--- src/design/pts_pkg.sv ---
package pts_pkg;

  localparam int unsigned MAX_TASKS_DEF = 16;
  // widest task index over the supported table sizes (up to 64 entries)
  localparam int unsigned IDX_W_MAX = 6;

  typedef enum logic [2:0] {
    OP_CREATE = 3'd0,
    OP_START  = 3'd1,
    OP_DELAY  = 3'd2,
    OP_TICK   = 3'd3,
    OP_SWITCH = 3'd4
  } opcode_e;

  typedef enum logic [1:0] {
    ST_OK      = 2'd0,
    ST_PARAM   = 2'd1,
    ST_FULL    = 2'd2,
    ST_IGNORED = 2'd3
  } status_e;

  typedef enum logic [1:0] {
    TS_READY   = 2'd0,
    TS_BLOCKED = 2'd1,
    TS_RUNNING = 2'd2
  } task_state_e;

  typedef enum logic [2:0] {
    CELL_NOP,
    CELL_CREATE,
    CELL_WAKE,
    CELL_BLOCK,
    CELL_APPLY
  } cell_op_e;

  typedef enum logic [2:0] {
    FSM_IDLE,
    FSM_EXEC,
    FSM_SCAN,
    FSM_APPLY,
    FSM_OUT
  } fsm_e;

  // broadcast to every cell
  typedef struct packed {
    cell_op_e               op;
    logic [IDX_W_MAX-1:0]   target;
    logic [7:0]             prio;
    logic [31:0]            value;
    logic                   demote_en;
    logic [IDX_W_MAX-1:0]   demote;
  } cell_cmd_t;

  // best candidate handed along the row
  typedef struct packed {
    logic                   found;
    logic [7:0]             prio;
    logic [IDX_W_MAX-1:0]   idx;
  } carry_t;

endpackage

--- src/design/pts_cell.sv ---
module pts_cell import pts_pkg::*; #(
  parameter int unsigned CellIdx = 0
) (
  input  logic      clk_i,
  input  logic      rst_ni,
  input  cell_cmd_t cmd_i,
  input  logic      in_range_i,
  input  carry_t    carry_i,
  output carry_t    carry_o
);

  localparam logic [IDX_W_MAX-1:0] MyIdx = IDX_W_MAX'(CellIdx);

  task_state_e state_q, state_d;
  logic [7:0]  prio_q, prio_d;
  logic [31:0] wake_q, wake_d;
  carry_t      carry_q, carry_d;
  logic [31:0] diff;
  logic        eligible;

  assign diff     = cmd_i.value - wake_q;
  assign eligible = in_range_i && (state_q == TS_READY || state_q == TS_RUNNING);

  always_comb begin
    state_d = state_q;
    prio_d  = prio_q;
    wake_d  = wake_q;
    case (cmd_i.op)
      CELL_CREATE: begin
        if (cmd_i.target == MyIdx) begin
          state_d = TS_READY;
          prio_d  = cmd_i.prio;
          wake_d  = '0;
        end
      end
      CELL_WAKE: begin
        // wake when tick minus wake tick is not negative
        if (in_range_i && state_q == TS_BLOCKED && !diff[31]) begin
          state_d = TS_READY;
        end
      end
      CELL_BLOCK: begin
        if (cmd_i.target == MyIdx) begin
          state_d = TS_BLOCKED;
          wake_d  = cmd_i.value;
        end
      end
      CELL_APPLY: begin
        if (cmd_i.demote_en && cmd_i.demote == MyIdx && state_q == TS_RUNNING) begin
          state_d = TS_READY;
        end
        if (cmd_i.target == MyIdx) begin
          state_d = TS_RUNNING;
        end
      end
      default: ;
    endcase
  end

  always_comb begin
    carry_d = carry_i;
    if (eligible && (!carry_i.found || prio_q < carry_i.prio)) begin
      carry_d.found = 1'b1;
      carry_d.prio  = prio_q;
      carry_d.idx   = MyIdx;
    end
  end

  always_ff @(posedge clk_i) begin
    state_q <= state_d;
    prio_q  <= prio_d;
    wake_q  <= wake_d;
  end

  always_ff @(posedge clk_i or negedge rst_ni) begin
    if (!rst_ni) begin
      carry_q <= '0;
    end else begin
      carry_q <= carry_d;
    end
  end

  assign carry_o = carry_q;

endmodule

--- src/design/priority_task_scheduler_with_delays_core.sv ---
// channel | direction | handshake                 | payload
// in      | input     | in_valid_i / in_ready_o   | opcode, entry_present, priority_req, delay_ticks
// out     | output    | out_valid_o / out_ready_i | status, next_task, next_valid, switch_request,
//         |           |                           | current_task, current_valid
// cfg     | input     | cfg_valid_i / cfg_ready_o | cfg_data_i (idle priority)
//
// create, switch and ignored words go from the exec state straight to output; a start, delay
// or tick that is not ignored also runs scan and apply for the best-candidate pass along the row
// one item is in work at a time; the next word is taken once the result is registered
// a stalled output holds the finished word, and the next item stops only at its own writeback
// reset clears the counters, flags and control; table entries are written before they are read
module priority_task_scheduler_with_delays_core import pts_pkg::*; #(
  parameter int unsigned MaxTasks = MAX_TASKS_DEF
) (
  input  logic        clk_i,
  input  logic        rst_ni,
  input  logic        in_valid_i,
  output logic        in_ready_o,
  input  logic [2:0]  opcode_i,
  input  logic        entry_present_i,
  input  logic [7:0]  priority_req_i,
  input  logic [31:0] delay_ticks_i,
  output logic        out_valid_o,
  input  logic        out_ready_i,
  output logic [1:0]  status_o,
  output logic [3:0]  next_task_o,
  output logic        next_valid_o,
  output logic        switch_request_o,
  output logic [3:0]  current_task_o,
  output logic        current_valid_o,
  input  logic        cfg_valid_i,
  output logic        cfg_ready_o,
  input  logic [7:0]  cfg_data_i
);

  localparam int unsigned IdxW = $clog2(MaxTasks);
  localparam int unsigned CntW = $clog2(MaxTasks + 1);
  localparam logic [CntW-1:0] CntMax = CntW'(MaxTasks);
  localparam logic [IdxW-1:0] ScanLast = IdxW'(MaxTasks - 1);

  fsm_e            fsm_q, fsm_d;
  logic [2:0]      op_q, op_d;
  logic            entry_q, entry_d;
  logic [7:0]      prio_q, prio_d;
  logic [31:0]     delay_q, delay_d;
  logic [7:0]      idle_prio_q;
  logic [CntW-1:0] count_q, count_d;
  logic [31:0]     tick_q, tick_d;
  logic            started_q, started_d;
  logic [IdxW-1:0] cur_q, cur_d, nxt_q, nxt_d;
  logic            cur_pres_q, cur_pres_d, nxt_pres_q, nxt_pres_d;
  logic [IdxW-1:0] scan_q, scan_d;
  logic [1:0]      status_q, status_d;
  logic            sw_q, sw_d;
  logic            ov_q, ov_d;
  logic [1:0]      o_status_q, o_status_d;
  logic [3:0]      o_next_q, o_next_d, o_cur_q, o_cur_d;
  logic            o_nv_q, o_nv_d, o_cv_q, o_cv_d, o_sw_q, o_sw_d;
  cell_cmd_t       cmd;
  carry_t          carry [MaxTasks+1];
  carry_t          best;
  logic [IDX_W_MAX-1:0] nxt_wide, cur_wide;

  assign carry[0] = '0;
  assign best     = carry[MaxTasks];

  for (genvar g = 0; g < MaxTasks; g++) begin : g_cell
    pts_cell #(.CellIdx(g)) u_cell (
      .clk_i      (clk_i),
      .rst_ni     (rst_ni),
      .cmd_i      (cmd),
      .in_range_i (CntW'(g) < count_q),
      .carry_i    (carry[g]),
      .carry_o    (carry[g+1])
    );
  end

  assign in_ready_o  = (fsm_q == FSM_IDLE);
  assign cfg_ready_o = 1'b1;

  always_comb begin
    fsm_d      = fsm_q;
    op_d       = op_q;
    entry_d    = entry_q;
    prio_d     = prio_q;
    delay_d    = delay_q;
    count_d    = count_q;
    tick_d     = tick_q;
    started_d  = started_q;
    cur_d      = cur_q;
    cur_pres_d = cur_pres_q;
    nxt_d      = nxt_q;
    nxt_pres_d = nxt_pres_q;
    scan_d     = scan_q;
    status_d   = status_q;
    sw_d       = sw_q;
    ov_d       = ov_q && !out_ready_i;
    o_status_d = o_status_q;
    o_next_d   = o_next_q;
    o_nv_d     = o_nv_q;
    o_sw_d     = o_sw_q;
    o_cur_d    = o_cur_q;
    o_cv_d     = o_cv_q;
    nxt_wide   = IDX_W_MAX'(nxt_q);
    cur_wide   = IDX_W_MAX'(cur_q);
    cmd        = '0;
    cmd.op     = CELL_NOP;

    case (fsm_q)
      FSM_IDLE: begin
        if (in_valid_i) begin
          op_d    = opcode_i;
          entry_d = entry_present_i;
          prio_d  = priority_req_i;
          delay_d = delay_ticks_i;
          fsm_d   = FSM_EXEC;
        end
      end
      FSM_EXEC: begin
        status_d = ST_IGNORED;
        sw_d     = 1'b0;
        scan_d   = '0;
        fsm_d    = FSM_OUT;
        case (op_q)
          OP_CREATE: begin
            if (!entry_q) begin
              status_d = ST_PARAM;
            end else if (count_q == CntMax) begin
              status_d = ST_FULL;
            end else begin
              cmd.op     = CELL_CREATE;
              cmd.target = IDX_W_MAX'(count_q);
              cmd.prio   = prio_q;
              count_d    = count_q + 1'b1;
              status_d   = ST_OK;
            end
          end
          OP_START: begin
            if (!started_q) begin
              started_d = 1'b1;
              fsm_d     = FSM_SCAN;
              if (count_q == CntMax) begin
                status_d = ST_FULL;
              end else begin
                cmd.op     = CELL_CREATE;
                cmd.target = IDX_W_MAX'(count_q);
                cmd.prio   = idle_prio_q;
                count_d    = count_q + 1'b1;
                status_d   = ST_OK;
              end
            end
          end
          OP_DELAY: begin
            if (delay_q != '0 && started_q && cur_pres_q) begin
              cmd.op     = CELL_BLOCK;
              cmd.target = cur_wide;
              cmd.value  = tick_q + delay_q;
              sw_d       = 1'b1;
              status_d   = ST_OK;
              fsm_d      = FSM_SCAN;
            end
          end
          OP_TICK: begin
            if (started_q) begin
              tick_d    = tick_q + 32'd1;
              cmd.op    = CELL_WAKE;
              cmd.value = tick_q + 32'd1;
              status_d  = ST_OK;
              fsm_d     = FSM_SCAN;
            end
          end
          OP_SWITCH: begin
            if (started_q) begin
              cur_d      = nxt_q;
              cur_pres_d = nxt_pres_q;
              status_d   = ST_OK;
            end
          end
          default: ;
        endcase
      end
      FSM_SCAN: begin
        // the candidate passes through the carry register of every cell to reach the end of the row
        scan_d = scan_q + 1'b1;
        if (scan_q == ScanLast) begin
          fsm_d = FSM_APPLY;
        end
      end
      FSM_APPLY: begin
        if (best.found) begin
          cmd.op        = CELL_APPLY;
          cmd.target    = best.idx;
          cmd.demote_en = cur_pres_q;
          cmd.demote    = cur_wide;
          nxt_d         = best.idx[IdxW-1:0];
          nxt_pres_d    = 1'b1;
        end
        if (op_q == OP_START) begin
          cur_d      = nxt_d;
          cur_pres_d = nxt_pres_d;
        end else if (op_q == OP_TICK) begin
          sw_d = (nxt_pres_d != cur_pres_q) || (nxt_pres_d && nxt_d != cur_q);
        end
        fsm_d = FSM_OUT;
      end
      FSM_OUT: begin
        if (!ov_q || out_ready_i) begin
          ov_d       = 1'b1;
          o_status_d = status_q;
          o_next_d   = nxt_pres_q ? nxt_wide[3:0] : 4'd0;
          o_nv_d     = nxt_pres_q;
          o_sw_d     = sw_q;
          o_cur_d    = cur_pres_q ? cur_wide[3:0] : 4'd0;
          o_cv_d     = cur_pres_q;
          fsm_d      = FSM_IDLE;
        end
      end
      default: fsm_d = FSM_IDLE;
    endcase
  end

  always_ff @(posedge clk_i or negedge rst_ni) begin
    if (!rst_ni) begin
      fsm_q       <= FSM_IDLE;
      idle_prio_q <= 8'd255;
      count_q     <= '0;
      tick_q      <= '0;
      started_q   <= 1'b0;
      cur_q       <= '0;
      cur_pres_q  <= 1'b0;
      nxt_q       <= '0;
      nxt_pres_q  <= 1'b0;
      scan_q      <= '0;
      ov_q        <= 1'b0;
    end else begin
      fsm_q      <= fsm_d;
      if (cfg_valid_i) begin
        idle_prio_q <= cfg_data_i;
      end
      count_q    <= count_d;
      tick_q     <= tick_d;
      started_q  <= started_d;
      cur_q      <= cur_d;
      cur_pres_q <= cur_pres_d;
      nxt_q      <= nxt_d;
      nxt_pres_q <= nxt_pres_d;
      scan_q     <= scan_d;
      ov_q       <= ov_d;
    end
  end

  always_ff @(posedge clk_i) begin
    op_q       <= op_d;
    entry_q    <= entry_d;
    prio_q     <= prio_d;
    delay_q    <= delay_d;
    status_q   <= status_d;
    sw_q       <= sw_d;
    o_status_q <= o_status_d;
    o_next_q   <= o_next_d;
    o_nv_q     <= o_nv_d;
    o_sw_q     <= o_sw_d;
    o_cur_q    <= o_cur_d;
    o_cv_q     <= o_cv_d;
  end

  assign out_valid_o      = ov_q;
  assign status_o         = o_status_q;
  assign next_task_o      = o_next_q;
  assign next_valid_o     = o_nv_q;
  assign switch_request_o = o_sw_q;
  assign current_task_o   = o_cur_q;
  assign current_valid_o  = o_cv_q;

endmodule

--- config.mk ---
export PLATFORM = sky130hd
export DESIGN_NAME = priority_task_scheduler_with_delays_core
export DESIGN_NICKNAME = d
export VERILOG_FILES = /design/src/design/pts_pkg.sv /design/src/design/pts_cell.sv /design/src/design/priority_task_scheduler_with_delays_core.sv
export SDC_FILE = /design/constraint.sdc
export NUM_CORES = 2
export LEC_CHECK = 0
export BUFFER_PORTS_ARGS = -buffer_cell sky130_fd_sc_hd__buf_2
export CAP_MARGIN = 0
export CORE_UTILIZATION = 65
export CTS_CLUSTER_SIZE = 12
export DETAILED_ROUTE_END_ITERATION = 16
export PLACE_DENSITY = 0.79
export SLEW_MARGIN = 20
export SYNTH_ARGS = -nofsm -noshare
export SYNTH_HDL_FRONTEND = slang
export SYNTH_HIERARCHICAL = 1
export SYNTH_SLANG_ARGS = --single-unit
--- constraint.sdc ---
create_clock -name clk_i -period 13.9 [get_ports clk_i]
set_input_delay 1.39 -clock clk_i [delete_from_list [all_inputs] [get_ports clk_i]]
set_output_delay 1.39 -clock clk_i [all_outputs]
set_load 0.02 [all_outputs]
==> qor.csv <==
metric,value,unit
total track usage,0.310,
Vias per Instance,5.93,
pwr dens,123,mW/mm^2
Worst path max stage delay,0.87,ns
most frequent cells in the layout,"edfxtp_1, inv_1, ha_1, and2_1, a21oi_1",
slowest CP cell,nand3_2,
TritonRoute pass-1 iters,6,
gr ovfl total,0,
final worst setup slack,8.18,ns
max-cap violations,0,
Worst Hold Class,register to register,
Vias,37700,
Max Clock Freq,175,MHz
endpoints failing hold,0,
Post-Syn Area,0.0564,mm^2
placed inst area,0.0588,mm^2
Clock transition at path regs,0.06,ns
reg2reg setup slack,8.18,ns
HPWL Detailed,84600,um
post-CTS resize count,0,
fin crit period,5.72,ns
Worst EP required,14.28,ns
Site Rows,107,
crit path DAT,6.10,ns
total CTS buffers,107,
Post-Layout Inst Area,0.0623,mm^2
hold-fix buffer count after cts,0,
CP startpoint kind,register,
Total Routed Length,133000,um
later-pin clock latency in the skew report,0.72,ns
post-DR wirelength/cell,20.9,um
CP endpoint,g_cell[15].u_cell/state_q[1],
worst path bufs/invs,2,
# nets final,5821,
Final TNS setup,0,ns
CTS tree,yes,
CP Capture Type,register,
vias in the first global route,38400,
Die ar.,0.0879,mm^2
worst r2r dst,g_cell[15].u_cell/state_q[1],
first-pass GRT wire length,209000,um
Post-CTS Setup Repair Bufs,0,
share of layout cells above drive strength 1,0.106,
crit share post-route,0.411,
yosys warns,6,
initial drt markers,2932,
Leakage Power,28.9,nW
largest net degree at the start of global routing,182,
Syn Inst Count,4917,
Top delay family on crit path,simple AND/OR/NAND/NOR gates,
GP Congestion,0.885,
Final Skew,0.0241,ns
CTS root buffer,clkbuf_16,
htree depth,3,
mean post-synth cell area,11.5,um^2
worst slew pin tran,1.11,ns
clock sink count,1028,
# IOs,73,
synth-to-layout area growth,10.6,%
"critical path fanouts, max",32,
reg2reg path depth,18,
CP Launch Point,delay_q[6],
hold path startpoint,status_q[0],
"commonest non-fill, non-tap cell in the layout",edfxtp_1,
initial antenna violation count,2,
Rel. slew slack,0.260,
DRC,0,
Starting Density,0.659,
antenna-violating nets left,0,
post-place setup slack,8.27,ns
WS Path Type,register to register,
R2R Path Start,delay_q[6],
Max Slew Vio Count,0,
worst-path cell chain,nor4_1 -> nand4_1 -> o21ai_0 -> nor4_2 -> buf_4 -> nand2_1 -> buf_4 -> nor2_1 -> o21ai_0 -> nand3_2 -> ha_1 -> nand4_1 -> nor4_1 -> a22oi_1 -> o211ai_1 -> a31oi_1 -> xnor2_1 -> o221ai_1,
worst IR drop on VDD,0.000121,V
clk buf depth,3,
Critical Path Stages,18,
Die W,296,um
core area,0.0855,mm^2
final setup vio count,0,
DIE HEIGHT,296,um
RSZ-0062 raised after global routing,false,
status,"complete, no violations",
port bufs,71,
-- routing by layer --
layer | up-vias | GRT usage | routed length (um) | share of wire
li1 | 17700 | - | - | -
met1 | 18500 | 0.397 | 54800 | 0.41
met2 | 1198 | 0.522 | 64200 | 0.48
met3 | 337 | 0.0461 | 8180 | 0.061
met4 | 2 | 0.138 | 6110 | 0.046
met5 | - | 0 | 11 | 0.000083
-- sequential cells by signal, summed over array words and instances, names as in the netlist, 2 cells and up --
register / count
g_cell.u_cell/wake_q: 512
tick_q: 32
scan_q: 4
nxt_q: 4
delay_q: 32
fsm_q: 3
cur_q: 4
idle_prio_q: 8
g_cell.u_cell/prio_q: 128
status_q: 2
g_cell.u_cell/carry_o: 232
next_task_o: 4
g_cell.u_cell/state_q: 32
prio_q: 8
current_task_o: 4
count_q: 5
status_o: 2
op_q: 3
-- worst register-to-register path: cells and delay by family (launching register included) --
family          cells  cell delay [ns]
xor+xnor            1             0.19
flops               1             0.42
buf+inv             2             0.66
fa+ha+maj           1             0.71
simple gates        8             2.38
compound gates      6             1.04
-- cell type report --
type,instances,area (um^2)
fillers,5799,23200
clock inverters,36,505
diodes,1,2.50
repair buffers,147,952
clock buffers,159,2950
multi-input cells,3222,24700
inverters,630,2360
well taps,1144,1430
flip-flops and latches,1028,29400
-- report_power, final --
group          total [mW]  leakage, nW  internal [mW]  switching (mW)
combinational       0.984         17.0          0.456           0.528
clock                2.85         1.68           1.63            1.22
sequential           3.85         10.2           3.62           0.229
-- worst min-delay path by stage --
stage,end,cells after the start
final,status_o[0],0
after global routing,status_o[0],0
after CTS,g_cell[15].u_cell/carry_o[2],1
after detailed placement,status_o[0],0
after global placement,status_o[1],0
after floorplan,status_o[0],0
-- stage by stage --
stage	hold WS (ns)	instances	utilization	total power [mW]
floorplan	0.400	4972	-	4.52
global placement	0.411	6170	0.688	4.80
detailed placement	0.417	6170	0.688	4.85
CTS	0.428	6365	0.728	7.72
global route	0.435	6366	0.728	7.96
finish	0.428	6367	0.728	7.68
Power figures use the tool's default switching activity.
